<file path="src/rtl/rbae_pkg.sv">
// ----------------------------------------------------------------------------
// rbae_pkg
// Shared types and constants for the running block average error block.
// ----------------------------------------------------------------------------
package rbae_pkg;

    localparam int SUM_W  = 48;
    localparam int CNT_W  = 17;
    localparam int DATA_W = 32;
    localparam int ROOT_W = SUM_W / 2;

    localparam logic [CNT_W-1:0] MAX_BLOCKS = 17'h10000;

    typedef struct packed {
        logic signed [DATA_W-1:0] block_mean;
        logic        [DATA_W-1:0] block_mean_sq;
    } t_in;

    typedef struct packed {
        logic signed [DATA_W-1:0] cum_mean;
        logic        [DATA_W-1:0] cum_mean_sq;
        logic        [DATA_W-1:0] uncertainty;
        logic        [CNT_W-1:0]  blocks_seen;
        logic                     full_flag;
    } t_out;

    typedef struct packed {
        logic signed [SUM_W-1:0] sum_means;
        logic        [SUM_W-1:0] sum_squares;
        logic        [CNT_W-1:0] count;
        logic                    full;
    } t_job;

endpackage

</file>
<file path="src/rtl/rbae_front.sv">
// ----------------------------------------------------------------------------
// rbae_front
// Accepts block averages, updates the running sums and block count until the
// count reaches MAX_BLOCKS, and issues a job with the sums for the back end.
// ----------------------------------------------------------------------------
module rbae_front (
    input  logic             i_clk,
    input  logic             i_rst_n,
    input  logic             i_valid,
    output logic             o_ready,
    input  rbae_pkg::t_in    i_data,
    output logic             o_push,
    input  logic             i_space,
    output rbae_pkg::t_job   o_job
);

    logic signed [rbae_pkg::SUM_W-1:0] r_sum_means;
    logic        [rbae_pkg::SUM_W-1:0] r_sum_squares;
    logic        [rbae_pkg::CNT_W-1:0] r_count;
    logic                              w_full;
    logic                              w_take;
    rbae_pkg::t_job                    n_job;

    assign o_ready = i_space;
    assign w_take  = i_valid && i_space;
    assign w_full  = (r_count == rbae_pkg::MAX_BLOCKS);

    always_comb begin
        n_job.full = w_full;
        if (w_full) begin
            n_job.sum_means   = r_sum_means;
            n_job.sum_squares = r_sum_squares;
            n_job.count       = r_count;
        end else begin
            n_job.sum_means   = r_sum_means + {{(rbae_pkg::SUM_W-rbae_pkg::DATA_W)
                                {i_data.block_mean[rbae_pkg::DATA_W-1]}}, i_data.block_mean};
            n_job.sum_squares = r_sum_squares + {{(rbae_pkg::SUM_W-rbae_pkg::DATA_W){1'b0}},
                                i_data.block_mean_sq};
            n_job.count       = r_count + 1'b1;
        end
    end

    assign o_push = w_take;
    assign o_job  = n_job;

    always_ff @(posedge i_clk) begin
        if (!i_rst_n) begin
            r_sum_means   <= '0;
            r_sum_squares <= '0;
            r_count       <= '0;
        end else if (w_take) begin
            r_sum_means   <= n_job.sum_means;
            r_sum_squares <= n_job.sum_squares;
            r_count       <= n_job.count;
        end
    end

endmodule

</file>
<file path="src/rtl/rbae_fifo.sv">
// ----------------------------------------------------------------------------
// rbae_fifo
// Two-entry job queue between the front end and the back end.
// ----------------------------------------------------------------------------
module rbae_fifo (
    input  logic             i_clk,
    input  logic             i_rst_n,
    input  logic             i_push,
    input  rbae_pkg::t_job   i_job,
    output logic             o_space,
    input  logic             i_pop,
    output logic             o_avail,
    output rbae_pkg::t_job   o_job
);

    rbae_pkg::t_job r_mem [2];
    logic           r_wptr;
    logic           r_rptr;
    logic [1:0]     r_fill;

    assign o_space = (r_fill != 2'd2);
    assign o_avail = (r_fill != 2'd0);
    assign o_job   = r_mem[r_rptr];

    always_ff @(posedge i_clk) begin
        if (i_push) begin
            r_mem[r_wptr] <= i_job;
        end
    end

    always_ff @(posedge i_clk) begin
        if (!i_rst_n) begin
            r_wptr <= 1'b0;
            r_rptr <= 1'b0;
            r_fill <= 2'd0;
        end else begin
            if (i_push) begin
                r_wptr <= ~r_wptr;
            end
            if (i_pop) begin
                r_rptr <= ~r_rptr;
            end
            r_fill <= r_fill + {1'b0, i_push} - {1'b0, i_pop};
        end
    end

endmodule

</file>
<file path="src/rtl/rbae_div.sv">
// ----------------------------------------------------------------------------
// rbae_div
// Restoring divider, one quotient bit per cycle, for a sum by a block count.
// ----------------------------------------------------------------------------
module rbae_div (
    input  logic                       i_clk,
    input  logic                       i_rst_n,
    input  logic                       i_start,
    input  logic [rbae_pkg::SUM_W-1:0] i_dividend,
    input  logic [rbae_pkg::CNT_W-1:0] i_divisor,
    output logic                       o_done,
    output logic [rbae_pkg::SUM_W-1:0] o_quot
);

    logic [rbae_pkg::SUM_W-1:0] r_dq;
    logic [rbae_pkg::CNT_W:0]   r_rem;
    logic [rbae_pkg::CNT_W-1:0] r_dvs;
    logic [5:0]                 r_cnt;
    logic                       r_busy;
    logic                       r_done;
    logic [rbae_pkg::CNT_W:0]   w_sh;
    logic                       w_ge;

    assign w_sh   = {r_rem[rbae_pkg::CNT_W-1:0], r_dq[rbae_pkg::SUM_W-1]};
    assign w_ge   = (w_sh >= {1'b0, r_dvs});
    assign o_done = r_done;
    assign o_quot = r_dq;

    always_ff @(posedge i_clk) begin
        if (!i_rst_n) begin
            r_busy <= 1'b0;
            r_done <= 1'b0;
            r_cnt  <= '0;
        end else begin
            r_done <= 1'b0;
            if (i_start) begin
                r_busy <= 1'b1;
                r_cnt  <= '0;
            end else if (r_busy) begin
                r_cnt <= r_cnt + 1'b1;
                if (r_cnt == 6'(rbae_pkg::SUM_W - 1)) begin
                    r_busy <= 1'b0;
                    r_done <= 1'b1;
                end
            end
        end
    end

    always_ff @(posedge i_clk) begin
        if (i_start) begin
            r_dq  <= i_dividend;
            r_dvs <= i_divisor;
            r_rem <= '0;
        end else if (r_busy) begin
            r_dq  <= {r_dq[rbae_pkg::SUM_W-2:0], w_ge};
            r_rem <= w_ge ? (w_sh - {1'b0, r_dvs}) : w_sh;
        end
    end

endmodule

</file>
<file path="src/rtl/rbae_sqrt.sv">
// ----------------------------------------------------------------------------
// rbae_sqrt
// Bit-serial integer square root, one root bit per cycle.
// ----------------------------------------------------------------------------
module rbae_sqrt (
    input  logic                        i_clk,
    input  logic                        i_rst_n,
    input  logic                        i_start,
    input  logic [rbae_pkg::SUM_W-1:0]  i_rad,
    output logic                        o_done,
    output logic [rbae_pkg::ROOT_W-1:0] o_root
);

    logic [rbae_pkg::SUM_W-1:0]  r_rad;
    logic [rbae_pkg::ROOT_W+1:0] r_rem;
    logic [rbae_pkg::ROOT_W-1:0] r_root;
    logic [4:0]                  r_cnt;
    logic                        r_busy;
    logic                        r_done;
    logic [rbae_pkg::ROOT_W+1:0] w_sh;
    logic [rbae_pkg::ROOT_W+1:0] w_trial;
    logic                        w_ge;

    assign w_sh    = {r_rem[rbae_pkg::ROOT_W-1:0], r_rad[rbae_pkg::SUM_W-1 -: 2]};
    assign w_trial = {r_root, 2'b01};
    assign w_ge    = (w_sh >= w_trial);
    assign o_done  = r_done;
    assign o_root  = r_root;

    always_ff @(posedge i_clk) begin
        if (!i_rst_n) begin
            r_busy <= 1'b0;
            r_done <= 1'b0;
            r_cnt  <= '0;
        end else begin
            r_done <= 1'b0;
            if (i_start) begin
                r_busy <= 1'b1;
                r_cnt  <= '0;
            end else if (r_busy) begin
                r_cnt <= r_cnt + 1'b1;
                if (r_cnt == 5'(rbae_pkg::ROOT_W - 1)) begin
                    r_busy <= 1'b0;
                    r_done <= 1'b1;
                end
            end
        end
    end

    always_ff @(posedge i_clk) begin
        if (i_start) begin
            r_rad  <= i_rad;
            r_rem  <= '0;
            r_root <= '0;
        end else if (r_busy) begin
            r_rad  <= {r_rad[rbae_pkg::SUM_W-3:0], 2'b00};
            r_rem  <= w_ge ? (w_sh - w_trial) : w_sh;
            r_root <= {r_root[rbae_pkg::ROOT_W-2:0], w_ge};
        end
    end

endmodule

</file>
<file path="src/rtl/rbae_back.sv">
// ----------------------------------------------------------------------------
// rbae_back
// Sequencer that turns queued sums into the cumulative mean, mean of squares
// and standard error, and holds the result in the output register.
// ----------------------------------------------------------------------------
module rbae_back (
    input  logic             i_clk,
    input  logic             i_rst_n,
    input  logic             i_avail,
    input  rbae_pkg::t_job   i_job,
    output logic             o_pop,
    output logic             o_valid,
    input  logic             i_ready,
    output rbae_pkg::t_out   o_data
);

    typedef enum logic [2:0] {
        S_IDLE, S_DIV1, S_MUL, S_VAR, S_DIV2, S_SQRT, S_DONE
    } t_state;

    t_state                        r_state;
    logic [rbae_pkg::CNT_W-1:0]    r_k;
    logic                          r_full;
    logic                          r_neg;
    logic [rbae_pkg::DATA_W-1:0]   r_mag;
    logic [rbae_pkg::DATA_W-1:0]   r_cmsq;
    logic [46:0]                   r_sq;
    logic [rbae_pkg::ROOT_W-1:0]   r_unc;
    logic                          r_out_valid;
    rbae_pkg::t_out                r_out;

    logic                          w_start0;
    logic                          w_start1;
    logic                          w_sqrt_start;
    logic [rbae_pkg::SUM_W-1:0]    w_dvd0;
    logic [rbae_pkg::CNT_W-1:0]    w_dvs0;
    logic [rbae_pkg::SUM_W-1:0]    w_abs;
    logic                          w_done0;
    logic                          w_done1;
    logic                          w_sqrt_done;
    logic [rbae_pkg::SUM_W-1:0]    w_q0;
    logic [rbae_pkg::SUM_W-1:0]    w_q1;
    logic [rbae_pkg::ROOT_W-1:0]   w_root;
    logic [63:0]                   w_prod;
    logic                          w_var_pos;
    logic [rbae_pkg::DATA_W-1:0]   n_var;
    logic [rbae_pkg::DATA_W-1:0]   n_mean;

    assign w_abs = i_job.sum_means[rbae_pkg::SUM_W-1] ? (-i_job.sum_means) : i_job.sum_means;
    assign w_var_pos = (r_k > 17'd1) && ({15'd0, r_cmsq} > r_sq);
    assign n_var = r_cmsq - r_sq[rbae_pkg::DATA_W-1:0];
    assign w_prod = r_mag * r_mag;
    assign n_mean = r_neg ? (-r_mag) : r_mag;

    assign o_pop        = (r_state == S_IDLE) && i_avail;
    assign w_start0     = o_pop || ((r_state == S_VAR) && w_var_pos);
    assign w_start1     = o_pop;
    assign w_sqrt_start = (r_state == S_DIV2) && w_done0;

    always_comb begin
        if (r_state == S_IDLE) begin
            w_dvd0 = w_abs;
            w_dvs0 = i_job.count;
        end else begin
            w_dvd0 = {{(rbae_pkg::SUM_W-rbae_pkg::DATA_W){1'b0}}, n_var};
            w_dvs0 = r_k - 1'b1;
        end
    end

    rbae_div u_div0 (
        .i_clk      (i_clk),
        .i_rst_n    (i_rst_n),
        .i_start    (w_start0),
        .i_dividend (w_dvd0),
        .i_divisor  (w_dvs0),
        .o_done     (w_done0),
        .o_quot     (w_q0)
    );

    rbae_div u_div1 (
        .i_clk      (i_clk),
        .i_rst_n    (i_rst_n),
        .i_start    (w_start1),
        .i_dividend (i_job.sum_squares),
        .i_divisor  (i_job.count),
        .o_done     (w_done1),
        .o_quot     (w_q1)
    );

    rbae_sqrt u_sqrt (
        .i_clk   (i_clk),
        .i_rst_n (i_rst_n),
        .i_start (w_sqrt_start),
        .i_rad   ({w_q0[rbae_pkg::DATA_W-1:0], 16'd0}),
        .o_done  (w_sqrt_done),
        .o_root  (w_root)
    );

    assign o_valid = r_out_valid;
    assign o_data  = r_out;

    always_ff @(posedge i_clk) begin
        if (!i_rst_n) begin
            r_state     <= S_IDLE;
            r_out_valid <= 1'b0;
        end else begin
            if (r_out_valid && i_ready && (r_state != S_DONE)) begin
                r_out_valid <= 1'b0;
            end
            unique case (r_state)
                S_IDLE: begin
                    if (i_avail) begin
                        r_k     <= i_job.count;
                        r_full  <= i_job.full;
                        r_neg   <= i_job.sum_means[rbae_pkg::SUM_W-1];
                        r_state <= S_DIV1;
                    end
                end
                S_DIV1: begin
                    if (w_done0 && w_done1) begin
                        r_mag   <= w_q0[rbae_pkg::DATA_W-1:0];
                        r_cmsq  <= w_q1[rbae_pkg::DATA_W-1:0];
                        r_state <= S_MUL;
                    end
                end
                S_MUL: begin
                    r_sq    <= w_prod[62:16];
                    r_state <= S_VAR;
                end
                S_VAR: begin
                    r_unc <= '0;
                    if (w_var_pos) begin
                        r_state <= S_DIV2;
                    end else begin
                        r_state <= S_DONE;
                    end
                end
                S_DIV2: begin
                    if (w_done0) begin
                        r_state <= S_SQRT;
                    end
                end
                S_SQRT: begin
                    if (w_sqrt_done) begin
                        r_unc   <= w_root;
                        r_state <= S_DONE;
                    end
                end
                S_DONE: begin
                    if (!r_out_valid || i_ready) begin
                        r_out.cum_mean    <= n_mean;
                        r_out.cum_mean_sq <= r_cmsq;
                        r_out.uncertainty <= {{(rbae_pkg::DATA_W-rbae_pkg::ROOT_W){1'b0}}, r_unc};
                        r_out.blocks_seen <= r_k;
                        r_out.full_flag   <= r_full;
                        r_out_valid       <= 1'b1;
                        r_state           <= S_IDLE;
                    end
                end
                default: begin
                    r_state <= S_IDLE;
                end
            endcase
        end
    end

    a_mul_to_var: assert property (@(posedge i_clk) disable iff (!i_rst_n)
        r_state == S_MUL |=> r_state == S_VAR)
        else $error("multiply step not followed by variance step");

    a_first_unc: assert property (@(posedge i_clk) disable iff (!i_rst_n)
        (r_out_valid && r_out.blocks_seen == 17'd1) |-> r_out.uncertainty == '0)
        else $error("non-zero uncertainty for the first block");

    a_full_count: assert property (@(posedge i_clk) disable iff (!i_rst_n)
        (r_out_valid && r_out.full_flag) |-> r_out.blocks_seen == rbae_pkg::MAX_BLOCKS)
        else $error("full flag without a full count");

endmodule

</file>
<file path="src/rtl/running_block_average_error.sv">
// ----------------------------------------------------------------------------
// running_block_average_error
// Running blocking-method statistics: cumulative mean, mean of squares and
// standard error of the mean over the blocks received so far.
//
//   channel  direction  handshake          payload
//   input    in         i_valid/o_ready    i_data (t_in)
//   result   out        o_valid/i_ready    o_data (t_out)
//
// After its input transfer, each item passes through the queue, the two
// parallel divisions, the multiply and the variance step; a second division
// and the square root follow when the variance is positive and more than one
// block is held. Reset clears the sums, the count and the queue.
// The front end keeps accepting while the two-entry queue has space, and the
// back end finishes a result while the previous one waits in the output
// register.
// ----------------------------------------------------------------------------
module running_block_average_error (
    input  logic             i_clk,
    input  logic             i_rst_n,
    input  logic             i_valid,
    output logic             o_ready,
    input  rbae_pkg::t_in    i_data,
    output logic             o_valid,
    input  logic             i_ready,
    output rbae_pkg::t_out   o_data
);

    logic           w_push;
    logic           w_space;
    logic           w_pop;
    logic           w_avail;
    rbae_pkg::t_job w_job_in;
    rbae_pkg::t_job w_job_out;

    rbae_front u_front (
        .i_clk   (i_clk),
        .i_rst_n (i_rst_n),
        .i_valid (i_valid),
        .o_ready (o_ready),
        .i_data  (i_data),
        .o_push  (w_push),
        .i_space (w_space),
        .o_job   (w_job_in)
    );

    rbae_fifo u_fifo (
        .i_clk   (i_clk),
        .i_rst_n (i_rst_n),
        .i_push  (w_push),
        .i_job   (w_job_in),
        .o_space (w_space),
        .i_pop   (w_pop),
        .o_avail (w_avail),
        .o_job   (w_job_out)
    );

    rbae_back u_back (
        .i_clk   (i_clk),
        .i_rst_n (i_rst_n),
        .i_avail (w_avail),
        .i_job   (w_job_out),
        .o_pop   (w_pop),
        .o_valid (o_valid),
        .i_ready (i_ready),
        .o_data  (o_data)
    );

endmodule
</file>
<file path="config.mk">
export PLATFORM = sky130hd
export DESIGN_NAME = running_block_average_error
export DESIGN_NICKNAME = d
export VERILOG_FILES = /design/src/rtl/rbae_pkg.sv /design/src/rtl/rbae_front.sv /design/src/rtl/rbae_fifo.sv /design/src/rtl/rbae_div.sv /design/src/rtl/rbae_sqrt.sv /design/src/rtl/rbae_back.sv /design/src/rtl/running_block_average_error.sv
export SDC_FILE = /design/constraint.sdc
export NUM_CORES = 2
export LEC_CHECK = 0
export ABC_AREA = 1
export CAP_MARGIN = 20
export CELL_PAD_IN_SITES_DETAIL_PLACEMENT = 1
export CELL_PAD_IN_SITES_GLOBAL_PLACEMENT = 2
export CORE_ASPECT_RATIO = 0.8
export CORE_MARGIN = 8
export CORE_UTILIZATION = 44
export CTS_CLUSTER_SIZE = 14
export DETAILED_ROUTE_END_ITERATION = 8
export DONT_BUFFER_PORTS = 1
export PLACE_DENSITY = 0.95
export SYNTH_ARGS = -nofsm -noshare
export SYNTH_HDL_FRONTEND = slang
export SYNTH_SLANG_ARGS = --single-unit
export TNS_END_PERCENT = 10
</file>
<file path="constraint.sdc">
create_clock -name i_clk -period 20.9 [get_ports i_clk]
set_clock_uncertainty 0.1 [all_clocks]
set_input_delay 2.09 -clock i_clk [delete_from_list [all_inputs] [get_ports i_clk]]
set_output_delay 2.09 -clock i_clk [all_outputs]
set_load 0.005 [all_outputs]
</file>
==> Word level (Yosys, flattened, before mapping) <==
Memory sizes are Yosys's and may differ from the RTL's. A register that Yosys moved wholly into a read port is not among the register bits.
Cells that the tools add are included.
{ "totals": {"ff_bits": 648, "ram_bits": 228, "inputBits": 68, "out_inout_bits": 116, "wordCells": 154, "mem_count": 1} }
{ "memory_table": {"columns": ["name", "words", "word_bits", "read_ports", "rd_clocked_by_memory_dff", "wr", "line_no", "rtl"], "rows": [
  ["u_fifo.r_mem", 2, 114, 1, 1, 1, "rbae_fifo.sv:16", "rbae_pkg::t_job r_mem [2];"]
]} }
{ "op_classes": {"n_addsub": 15, "mul": 1, "order_cmp": 5, "n_eq_ne": 17, "n_mux": 42, "n_bitwise": 6, "n_reduce_logical": 29} }
{ "op_table": {"columns": ["op", "n"], "rows": [
  ["48-bit 2-to-1 mux", 8],
  ["113-bit 2-to-1 mux", 1],
  ["32-bit by 32-bit multiplier with 63-bit output", 1],
  ["17-bit 2-to-1 mux", 3],
  ["48-bit by 32-bit adder with 48-bit output", 1],
  ["48-bit adder", 1],
  ["24-bit 2-to-1 mux", 2],
  ["48-bit negation", 1],
  ["24-bit one-hot mux with 2 select lines", 1],
  ["32-bit by 47-bit > comparator with 1-bit output", 1],
  ["18-bit by 17-bit greater-or-equal comparator with 1-bit output", 2],
  ["17-bit subtractor", 2],
  ["32-bit 2-to-1 mux", 1],
  ["32-bit negation", 1],
  ["32-bit subtractor", 1],
  ["26-bit greater-or-equal comparator", 1],
  ["24-bit subtractor", 1],
  ["3-bit one-hot mux with 7 select lines", 1],
  ["1-bit 2-to-1 mux", 19],
  ["17-bit by 1-bit adder with 17-bit output (second input constant)", 1],
  ["17-bit == test (second input constant)", 1],
  ["17-bit by 1-bit > comparator with 1-bit output (second input constant)", 1],
  ["17-bit by 1-bit subtractor with 17-bit output (second input constant)", 1],
  ["3-bit 2-to-1 mux", 5],
  ["other kinds (24)", 57]
]} }

==> Depth between registers and ports, before layout <==
{ "logic_depth": {"ltp_word": 5, "mapped_depth": 34, "ltp_nobuf": 32} }

==> Cells and area by module <==
A second synthesis with hierarchy kept.
{ "hier_totals": {"hier_cells": 10049, "area_unflattened_um2": 81837.2} }
{ "by_module_without_submodules": {"columns": ["module", "instances", "cells_per_inst", "area_each_um2", "seq_area_each_um2"], "rows": [
  ["rbae_back", 1, 5153, 44281.2, 7887.6],
  ["rbae_front", 1, 2446, 13078.8, 2262.2],
  ["rbae_fifo", 1, 388, 8699.6, 6946.7],
  ["rbae_sqrt", 1, 832, 5960.7, 2542.4],
  ["rbae_div (u_back.u_div1)", 1, 612, 4913.5, 2452.4],
  ["rbae_div (u_back.u_div0)", 1, 618, 4903.5, 2452.4]
]} }

==> Worst setup path after synthesis <==
No wires, ideal clock.
{ "synth_timing": {"kind": "in2reg", "from": "input i_rst_n", "to": "register u_back.r_out, in the netlist u_back.o_data[0], enable pin", "setup_time_ns": 0.700, "arrival_ns": 9.813, "required_ns": 20.100, "slack_ns": 10.287, "path_stages": 4, "path_buffers": 2, "path_cell_list": "clkinv_1 clkbuf_1 clkbuf_1 nor3_1"} }
{ "synth_via": {"elab_chain_cells": 1} }
{ "synth_rtl": {"columns": ["element", "line_no", "rtl"], "rows": [
  ["start: declaration", "running_block_average_error.sv:20", "input logic i_rst_n,"],
  ["3-bit AND reduction (no source line)", null, null],
  ["end: declaration", "rbae_back.sv:30", "rbae_pkg::t_out r_out;"]
]} }
Every way passes these cells.
A chain may end at the register's enable or synchronous reset.

==> Final worst setup path <==
{ "layout_timing": {"from": "register u_back.r_mag[13] in the netlist's numbering", "to": "register u_back.r_sq[17], data pin"} }
{ "layout_via": {"elab_chain_cells": 1} }
{ "layout_rtl": {"columns": ["element", "line_no", "rtl"], "rows": [
  ["start: declaration", "rbae_back.sv:25", "logic [rbae_pkg::DATA_W-1:0] r_mag;"],
  ["start signal: assignment", "rbae_back.sv:121", "r_mag <= w_q0[rbae_pkg::DATA_W-1:0];"],
  ["32-bit by 32-bit multiplier with 63-bit output", "rbae_back.sv:52", "assign w_prod = r_mag * r_mag;"],
  ["via u_back.w_prod[33]", "rbae_back.sv:44", "logic [63:0] w_prod;"],
  ["end signal: assignment", "rbae_back.sv:127", "r_sq <= w_prod[62:16];"],
  ["end: declaration", "rbae_back.sv:27", "logic [46:0] r_sq;"]
]} }
The timed path passes the listed nets, and every way through them passes these cells.

==> flow_summary.json <==
{
  "hold_depth": 0,
  "synthFlopType": "edfxtp_1",
  "die_h_um": 394.3,
  "clk_latency_ps": 720,
  "fp-row-count": 139,
  "setup_viol": 0,
  "synth_common_cells": "nand2_1 (2331), inv_1 (2142), nor2_1 (848)",
  "p_clk_frac": 0.248,
  "yosysUniqueCellTypes": 55,
  "maxSlewHeadroom": 0.1518,
  "totalWireLength_mm": 265.8,
  "cp_common_cell": "fa_1",
  "dieWidth_um": 488.9,
  "final_core_util": 0.4724,
  "async_flop_share": 0,
  "drtIter0Drc": 4239,
  "comb_power_share": 0.382,
  "synth-seq-cells": 877,
  "numCtsBuffers": 95,
  "grt_pass1_wl_mm": 412.1,
  "postCtsSetupBuffers": 0,
  "clock_sinks": 877,
  "cp-end-kind": "flop",
  "vias": 64760,
  "path_max_fanout": 35,
  "r2r-end": "u_back.r_sq[17]",
  "path_clk_slew_ps": 60,
  "coreArea_um2": 178600,
  "synth_edf_count": 650,
  "hold_viol_final": 0,
  "antenna_found_initial": 11,
  "synth_top_area_frac": 0.2479,
  "yosys.area.top_type": "edfxtp_1",
  "hold_end": "u_back.o_data[40]",
  "wl_per_cell_um": 22.01,
  "hold_path_class": "reg -> reg",
  "drive_gt1_frac": 0.03503,
  "drt_pass1_iterations": 5,
  "min_period_over_period": 0.4021,
  "dpl.hpwl_mm": 208.3,
  "grt-ovfl-total": 0,
  "areaGrowthSynthToFinish_pct": 7.176,
  "cap_violations": 0,
  "grt_usage": 0.2729,
  "ios": 184,
  "clockBufferDepth": 3,
  "netlist_area_um2": 78730,
  "ff2ff_setup_slack_ps": 12500,
  "worst_setup_path_start_kind": "flop",
  "grt_max_degree": 69,
  "start_util": 0.4408,
  "p_leak_nw": 42.37,
  "grt_pass1_vias": 70430,
  "ir_drop_v": 0.00009284,
  "tightest_slew_ps": 1259,
  "drc_errors": 0,
  "seq_power_share": 0.370,
  "r2r_start": "u_back.r_mag[13]",
  "gp_congestion": 0.9308,
  "setup-tns-final_ps": 0,
  "hold_slack_ps": 321.0,
  "synthCells": 9711,
  "io_buffers": 0,
  "cts_tree": "yes",
  "r2r_cells": 25,
  "switching_share": 0.4208,
  "p_sw_mw": 3.045,
  "syn_area_per_cell_um2": 8.107,
  "crit_arrival_ps": 8790,
  "die_area_um2": 192800,
  "yosys_warnings": 0,
  "max_stage_delay_ps": 740,
  "max_freq_mhz": 119.0,
  "nets": 10930,
  "min_from": "u_back.r_unc[22]",
  "cts_max_level": 3,
  "p_int_mw": 4.191,
  "status": "completed",
  "ant_nets": 0,
  "rsz0062_at_grt": "no",
  "yosysMostFrequentCell": "nand2_1",
  "ys_seq_area_frac": 0.3056,
  "crit_slowest_cell": "o21ai_0",
  "cts_root_buf": "clkbuf_16",
  "postCtsResizedCells": 0,
  "power_density_nw_per_um2": 85.76,
  "required_ps": 21290,
  "crit_type": "reg -> reg",
  "ys_top_cells_by_area": "edfxtp_1 (25%), fa_1 (20%), nand2_1 (11%)",
  "finalCriticalPeriod_ps": 8405,
  "hold_buffers": 0,
  "timing_max_transition_violations_final": 0,
  "fillers": 21580,
  "vias_per_cell": 5.362
}
worst max-delay path, delay by kind of cell (launching register included):
kind                     cells  cell delay, ps
XOR/XNOR                     1             370
AO/OA/AOI/OAI                2            1100
flip-flops                   1             340
buffers and inverters        7            1060
adder cells (fa/ha/maj)      9            4220
AND/OR/NAND/NOR              6             980
sequential cells by signal (all words and copies together) (netlist names), 3 cells and up, named ones only:
signal	flops
u_back.u_div1.r_rem	17
u_back.r_unc	24
u_front.r_sum_squares	48
u_back.u_div0.r_dvs	17
u_front.r_sum_means	48
u_back.u_sqrt.r_rad	32
u_back.r_mag	32
u_back.r_cmsq	32
u_back.u_div0.r_rem	17
u_back.u_div0.o_quot	48
u_back.r_state	3
u_back.r_sq	47
u_back.r_k	17
u_back.u_sqrt.r_cnt	5
u_back.u_sqrt.r_rem	24
u_fifo.r_mem	228
u_back.u_div1.r_dvs	17
u_back.u_div0.r_cnt	6
u_back.u_sqrt.o_root	24
u_back.u_div1.r_cnt	6
u_back.u_div1.o_quot	48
u_back.o_data	106
u_front.r_count	17
per-layer routing:
| layer | vias to the layer above | global-route usage | part of all wire |
|---|---|---|---|
| li1 | 29820 | - | - |
| met1 | 32660 | 0.3692 | 0.44 |
| met2 | 1819 | 0.4523 | 0.47 |
| met3 | 466 | 0.04242 | 0.062 |
| met4 | 6 | 0.08349 | 0.035 |
| met5 | - | 0 | 0.00016 |
metrics by stage:
stage	instances	area (um^2)	power, mW	worst slack (ps)
6_report	12080	84380	7.237	12500
5_1_grt	12080	84370	7.646	12140
4_1_cts	12070	84350	7.250	12550
3_5_place_dp	11890	81070	5.422	12610
3_3_place_gp	11890	81070	5.286	12680
2_1_floorplan	9718	78750	4.458	10290
kinds of logic after synthesis:
family	after synthesis	synth area share
other cells	1	0.00004763
fa+ha+maj	1267	0.2776
simple gates	3818	0.1955
mux	1	0.0001271
compound gates	1097	0.07916
xor+xnor	203	0.02258
flops	877	0.3056
buf+inv	2447	0.1194
power by group through the flow:
stage / combinational [mW] / clock [mW] / sequential (mW)
after global placement: 2.61 / 0 / 2.68
final: 2.76 / 1.80 / 2.68
after CTS: 2.74 / 1.83 / 2.67
after global routing: 3.05 / 1.89 / 2.71
after floorplan: 1.87 / 0 / 2.59
after detailed placement: 2.72 / 0 / 2.71
worst max path at each step:
stage                           from                to  slack, ps  cells after the start
finish              u_back.r_mag[13]   u_back.r_sq[17]      12500                     25
global route        u_back.r_mag[13]   u_back.r_sq[17]      12140                     25
CTS                 u_back.r_mag[13]   u_back.r_sq[17]      12550                     25
detailed placement  u_back.r_mag[13]   u_back.r_sq[17]      12610                     25
global placement    u_back.r_mag[13]   u_back.r_sq[17]      12680                     25
floorplan                    i_rst_n  u_back.o_data[0]      10290                      4
cell usage in the layout, fill, tap and decap left out, types with 12 or more instances in the layout:
cell       synthesis  routed
edfxtp_1         650     650
a21boi_0          15      15
clkbuf_16          0      96
inv_2             10      12
o211ai_1          31      31
o21ai_1           31      31
o21ai_0          382     382
a31oi_1           19      19
nand2_1         2331    2326
or2_2             21      21
ha_1             468     468
o31ai_1           51      51
a21o_1            30      30
fa_1             799     799
dfxtp_1          227     226
nor2_2            14      16
xor2_1           144     144
nand3b_1          22      22
inv_1           2142    2138
o21ai_2           31      31
buf_4             14      71
o21bai_1          56      56
xnor2_1           59      59
a21oi_1          400     399
nor4_1            18      17
clkbuf_1         207      20
clkinv_2           0      17
nand3_1          382     380
nand4_1           79      79
a22oi_1           24      24
nor2_1           848     843
nor3_1            83      82
final cells by class:
type	count	area [um^2]	share of cell area
Clock buffer	121	2546	0.03018
Tap cell	2397	2999	0.03554
Antenna cell	3	7.507	0.00008897
Timing Repair Buffer	72	553.0	0.006554
Multi-Input combinational cell	6394	45370	0.5377
Inverter	2155	8094	0.09593
Clock inverter	59	738.2	0.008749
Sequential cell	877	24070	0.2852
No activity file was read; power rests on OpenSTA's default activity.
